$ cat src/design/hmm_viterbi_decoder_top_defines.svh
// ----------------------------------------------------------------------------
// hmm_viterbi_decoder_top_defines
// Assertion macros used by the decoder back end (hvd_back).
// ----------------------------------------------------------------------------
`ifndef HMM_VITERBI_DECODER_TOP_DEFINES_SVH
`define HMM_VITERBI_DECODER_TOP_DEFINES_SVH

// same-cycle implication, checked on every rising clock edge out of reset
`define HVD_ASSERT_NOW(lbl, ante, cons, msg) \
  lbl: assert property (@(posedge clk_i) disable iff (!rst_ni) (ante) |-> (cons)) \
    else $error(msg);

// next-cycle implication
`define HVD_ASSERT_NEXT(lbl, ante, cons, msg) \
  lbl: assert property (@(posedge clk_i) disable iff (!rst_ni) (ante) |=> (cons)) \
    else $error(msg);

`endif

$ cat src/design/hvd_pkg.sv
// ----------------------------------------------------------------------------
// hvd_pkg
// Shared constants, codes and types of the hidden Markov model Viterbi decoder.
// ----------------------------------------------------------------------------
`default_nettype none

package hvd_pkg;

  // capacity
  localparam int MAX_STATES   = 16;
  localparam int MAX_FEATURES = 32;
  localparam int MAX_FRAMES   = 64;

  // index and counter widths
  localparam int ST_W = $clog2(MAX_STATES);
  localparam int SC_W = ST_W + 1;
  localparam int FT_W = $clog2(MAX_FEATURES);
  localparam int FC_W = FT_W + 1;
  localparam int FR_W = $clog2(MAX_FRAMES);
  localparam int FN_W = FR_W + 1;

  // datapath widths
  localparam int VAL_W    = 16;
  localparam int METRIC_W = 16;
  localparam int PROD_W   = 32;
  localparam int SCORE_W  = 40;
  localparam int RAW_W    = 64;
  localparam int SHIFT_W  = $clog2(RAW_W);
  localparam int MSB_POS  = METRIC_W - 1;

  // front queue
  localparam int FIFO_DEPTH = 2;
  localparam int FIFO_PW    = $clog2(FIFO_DEPTH);
  localparam int FIFO_CW    = FIFO_PW + 1;

  // opcodes
  localparam logic [1:0] OPC_TRANS = 2'd0;
  localparam logic [1:0] OPC_EMIS  = 2'd1;
  localparam logic [1:0] OPC_FEAT  = 2'd2;

  // configuration register indexes
  localparam logic [1:0] CFG_NUM_STATES   = 2'd0;
  localparam logic [1:0] CFG_NUM_FEATURES = 2'd1;

  typedef enum logic [1:0] {
    CLS_NONE,
    CLS_TRANS,
    CLS_EMIS,
    CLS_FEAT
  } cls_e;

  typedef struct packed {
    cls_e             cls;
    logic [3:0]       row;
    logic [4:0]       col;
    logic [VAL_W-1:0] value;
    logic             last_feature;
    logic             last_frame;
  } item_t;

  typedef enum logic [4:0] {
    S_IDLE,
    S_F_RD,
    S_F_AC,
    S_F_END,
    S_R_J,
    S_R_K,
    S_R_CMP,
    S_R_MUL,
    S_R_TOP,
    S_N_FIND,
    S_N_APPLY,
    S_TB_FIND,
    S_TB_SEED,
    S_TB_STEP,
    S_TB_LOAD,
    S_E_RD,
    S_E_OUT
  } bst_e;

endpackage

`default_nettype wire

$ cat src/design/hvd_front.sv
// ----------------------------------------------------------------------------
// hvd_front
// Accepts command words, classifies them and queues them for the back end.
// ----------------------------------------------------------------------------
`default_nettype none

module hvd_front import hvd_pkg::*; (
  input  wire logic       clk_i,
  input  wire logic       rst_ni,
  input  wire logic       start_i,
  output logic            busy_o,
  input  wire logic [1:0] opcode_i,
  input  wire logic [3:0] row_i,
  input  wire logic [4:0] col_i,
  input  wire logic [VAL_W-1:0] value_i,
  input  wire logic       last_feature_i,
  input  wire logic       last_frame_i,
  output item_t           head_o,
  output logic            head_valid_o,
  input  wire logic       pop_i
);

  item_t               slot_q [FIFO_DEPTH];
  logic [FIFO_PW-1:0]  wr_ptr_q, wr_ptr_d;
  logic [FIFO_PW-1:0]  rd_ptr_q, rd_ptr_d;
  logic [FIFO_CW-1:0]  count_q, count_d;
  item_t               cls_item;
  logic                push;

  // classify: out-of-range table writes and unused opcodes become no-ops
  always_comb begin
    cls_item.row          = row_i;
    cls_item.col          = col_i;
    cls_item.value        = value_i;
    cls_item.last_feature = last_feature_i;
    cls_item.last_frame   = last_frame_i;
    case (opcode_i)
      OPC_TRANS: cls_item.cls = (32'(col_i) < MAX_STATES && 32'(row_i) < MAX_STATES)
                                ? CLS_TRANS : CLS_NONE;
      OPC_EMIS:  cls_item.cls = (32'(col_i) < MAX_FEATURES && 32'(row_i) < MAX_STATES)
                                ? CLS_EMIS : CLS_NONE;
      OPC_FEAT:  cls_item.cls = CLS_FEAT;
      default:   cls_item.cls = CLS_NONE;
    endcase
  end

  assign busy_o       = (count_q == FIFO_CW'(FIFO_DEPTH));
  assign push         = start_i && !busy_o;
  assign head_valid_o = (count_q != '0);
  assign head_o       = slot_q[rd_ptr_q];

  // queue pointers
  always_comb begin
    wr_ptr_d = push  ? wr_ptr_q + 1'b1 : wr_ptr_q;
    rd_ptr_d = pop_i ? rd_ptr_q + 1'b1 : rd_ptr_q;
    count_d  = count_q + FIFO_CW'(push) - FIFO_CW'(pop_i);
  end

  always_ff @(posedge clk_i or negedge rst_ni) begin
    if (!rst_ni) begin
      wr_ptr_q <= '0;
      rd_ptr_q <= '0;
      count_q  <= '0;
    end else begin
      wr_ptr_q <= wr_ptr_d;
      rd_ptr_q <= rd_ptr_d;
      count_q  <= count_d;
    end
  end

  // queue storage
  always_ff @(posedge clk_i) begin
    if (push) begin
      slot_q[wr_ptr_q] <= cls_item;
    end
  end

endmodule

`default_nettype wire

$ cat config.mk
export PLATFORM = sky130hd
export DESIGN_NAME = hvd_front
export DESIGN_NICKNAME = d
export VERILOG_FILES = /design/src/design/hmm_viterbi_decoder_top_defines.svh /design/src/design/hvd_pkg.sv /design/src/design/hvd_front.sv
export SDC_FILE = /design/constraint.sdc
export NUM_CORES = 1
export LEC_CHECK = 0
export BUFFER_PORTS_ARGS = -buffer_cell sky130_fd_sc_hd__buf_2
export CELL_PAD_IN_SITES_DETAIL_PLACEMENT = 2
export CELL_PAD_IN_SITES_GLOBAL_PLACEMENT = 2
export CORE_MARGIN = 2
export CORE_UTILIZATION = 38
export DETAILED_ROUTE_END_ITERATION = 6
export PLACE_DENSITY_LB_ADDON = 0.1
export SLEW_MARGIN = 20
export SYNTH_ARGS = -nofsm -noshare
export SYNTH_HDL_FRONTEND = slang
export SYNTH_SLANG_ARGS = --single-unit
$ cat constraint.sdc
create_clock -name clk_i -period 2.65 [get_ports clk_i]
set_clock_uncertainty 0.1 [all_clocks]
set_input_delay 0.3975 -clock clk_i [delete_from_list [all_inputs] [get_ports clk_i]]
set_output_delay 0.3975 -clock clk_i [all_outputs]
set_load 0.01 [all_outputs]
==> impl_metrics.json <==
{
  "yosysWarnings": 0,
  "postRouteAntennaNets": 0,
  "max_freq_mhz": 457,
  "vias": 1232,
  "drive_gt1_share_pct": 56.5,
  "relSlewSlack_pct": 69.6,
  "final_core_util_pct": 48.4,
  "place_ws_ns": 0.781,
  "min_period_ns": 2.19,
  "critical_path.startpoint_type": "flop",
  "multi_input_area_um2": 552,
  "endpoint_kind": "output port",
  "h-tree-depth": 3,
  "total_power_mw": 3.30,
  "wl_per_cell_um": 17.0,
  "drt-pass1-iter-count": 4,
  "synth.avg_cell_area_um2": 21.7,
  "die_x_um": 84.0,
  "syn_to_final_growth_pct": 24.8,
  "fin_tns_setup_ns": 0,
  "ios": 64,
  "first_global_vias": 1465,
  "ys_seq_area_share_pct": 75.6,
  "p_leak_nw": 1.26,
  "hpwl_mm": 3.12,
  "synthesis.nets": 148,
  "clk_latency_ns": 0.32,
  "netlist_area_um2": 2430,
  "ff_latch_area_um2": 1840,
  "critPathMaxFanout": 18,
  "cts_tree": "yes",
  "root_buffer": "clkbuf_8",
  "path_class": "reg2out",
  "cts-buffers-inserted": 9,
  "reg2reg_from": "count_q[1]$_DFF_PN0_",
  "hp-start": "value_i[11]",
  "clk_pin_slew_ns": 0.06,
  "cp.required_ns": 2.15,
  "fin_area_um2": 3040,
  "hold-path-endpoint": "slot_q[1][13]$_DFFE_PP_",
  "worstHoldPathCells": 1,
  "avgViaCountPerCell": 4.60,
  "clock-sinks": 62,
  "vdd_drop_max_uv": 681,
  "dieArea_um2": 7060,
  "place.gp.congestion": 0.617,
  "start_util_pct": 38.8,
  "grt_pass1_wl_mm": 7.19,
  "antenna_found_initial": 0,
  "antenna_cells": 0,
  "r2r_setup_slack_ns": 0.93,
  "fill_cells": 597,
  "drv_slew": 0,
  "p_per_area_nw_per_um2": 1090,
  "drtIter0Drc": 55,
  "nets": 223,
  "place_area_um2": 2860,
  "worst_pin_slew_ns": 0.456,
  "finalWorstSetupSlack_ns": 0.461,
  "rsz0062_at_grt": "no",
  "track_usage_pct": 13.8,
  "cap_violations": 0,
  "core_um2": 6280,
  "arrival_ns": 1.69,
  "clock_path_buffers": 2,
  "min_period_over_period_pct": 82.6,
  "numPortBuffers": 63,
  "drc": 0,
  "num_rows": 29,
  "r2r_cells": 7,
  "status": "complete, no violations",
  "setup_violations": 0,
  "r2r-end": "count_q[1]$_DFF_PN0_",
  "yosysUniqueCellTypes": 14,
  "synth_cells": 112,
  "grt_max_degree": 30,
  "dieHeight_um": 84.0,
  "cts-resized-gates": 0,
  "finalHoldViolations": 0,
  "hold_class": "in2reg",
  "ys_ff_latch": 62,
  "grt_remaining_overflow": 0,
  "wl_mm": 4.54
}
[worst max-delay path, cell delays in order, from the launching register on]
cell and delay [ns]:
dfrtp_2 0.65, buf_12 0.25, mux2_4 0.32, buf_2 0.14
[routing by layer]
metal | GRT usage, % | part of all wire [%] | wire length (um) | vias up
met5 | 0 | 0 | 0 | -
li1 | - | - | - | 579
met2 | 25.0 | 56 | 2550 | 38
met1 | 14.5 | 38 | 1740 | 611
met4 | 7.48 | 1.0 | 46 | 0
met3 | 3.56 | 4.5 | 204 | 4
[worst max path at each step]
stage | slack (ns) | end | start
4_1_cts | 0.41 | head_o[4] | rd_ptr_q$_DFFE_PN0P_
3_3_place_gp | 0.80 | head_o[4] | rd_ptr_q$_DFFE_PN0P_
6_report | 0.46 | head_o[4] | rd_ptr_q$_DFFE_PN0P_
5_1_grt | 0.39 | head_o[4] | rd_ptr_q$_DFFE_PN0P_
3_5_place_dp | 0.78 | head_o[4] | rd_ptr_q$_DFFE_PN0P_
2_1_floorplan | 0.32 | slot_q[0][0]$_DFFE_PP_ | count_q[1]$_DFF_PN0_
[timing repair]
item	in CTS	in global routing
setup buffers	0	0
hold buffers	1	0
endpoints found under the hold margin	4	0
[state kept, by name, summed over array words and instances (netlist names)]
name,count
count_q,2
rd_ptr_q,1
slot_q,58
wr_ptr_q,1
[cell usage in the layout, fill, tap and decap left out, types with 2 or more instances in the layout]
master    netlist  routed
dfrtp_1         4       3
xnor2_1         3       3
buf_2           0      63
mux2_4         29      29
nand2_1         2       2
buf_4           0       2
edfxtp_1       58      58
clkbuf_1        0       4
inv_1           4       4
clkbuf_8        0       9
ha_1            3       3
[Yosys cell counts]
cell type	count	area, um2
and3_1	1	6.26
buf_6	3	33.8
dfrtp_1	4	100
edfxtp_1	58	1740
ha_1	3	37.5
inv_1	4	15.0
mux2_4	29	435
nand2_1	2	7.51
nand2b_1	1	6.26
nor2_1	1	3.75
o22ai_1	1	6.26
or2_2	1	6.26
xnor2_1	3	26.3
xor2_1	1	8.76
[cell families (layout without fill, tap and decap cells)]
logic type / count (synthesis) / in the layout / synth area share [%]
muxes: 29 / 29 / 17.9
adders and majority gates: 3 / 3 / 1.54
xor gates and xnor gates: 4 / 4 / 1.44
buffers and inverters: 7 / 86 / 2.00
DFF: 62 / 62 / 75.6
and+or+nand+nor: 6 / 6 / 1.23
AOI/OAI and AO/OA: 1 / 1 / 0.257
[cell type report]
class                   count  share of cell area, %
flip-flops and latches     62                   60.6
clock inverters             2                   1.11
inverters                   4                  0.494
repair buffers             67                   11.9
well taps                  77                   3.17
clock buffers              13                   4.57
multi-input cells          43                   18.2
[through the flow]
stage / std cells / hold slack, ns
after floorplan: 112 / 0.00191
after global placement: 252 / 0.112
after detailed placement: 252 / 0.116
after CTS: 268 / 0.141
after global routing: 268 / 0.143
final: 268 / 0.163
[power breakdown]
part / total, mW / internal [mW] / switching (mW)
clock: 0.741 / 0.428 / 0.313
sequential: 1.49 / 1.35 / 0.141
combinational: 1.07 / 0.580 / 0.491
total: 3.30 / 2.36 / 0.945
No activity file was read; power rests on OpenSTA's default activity.
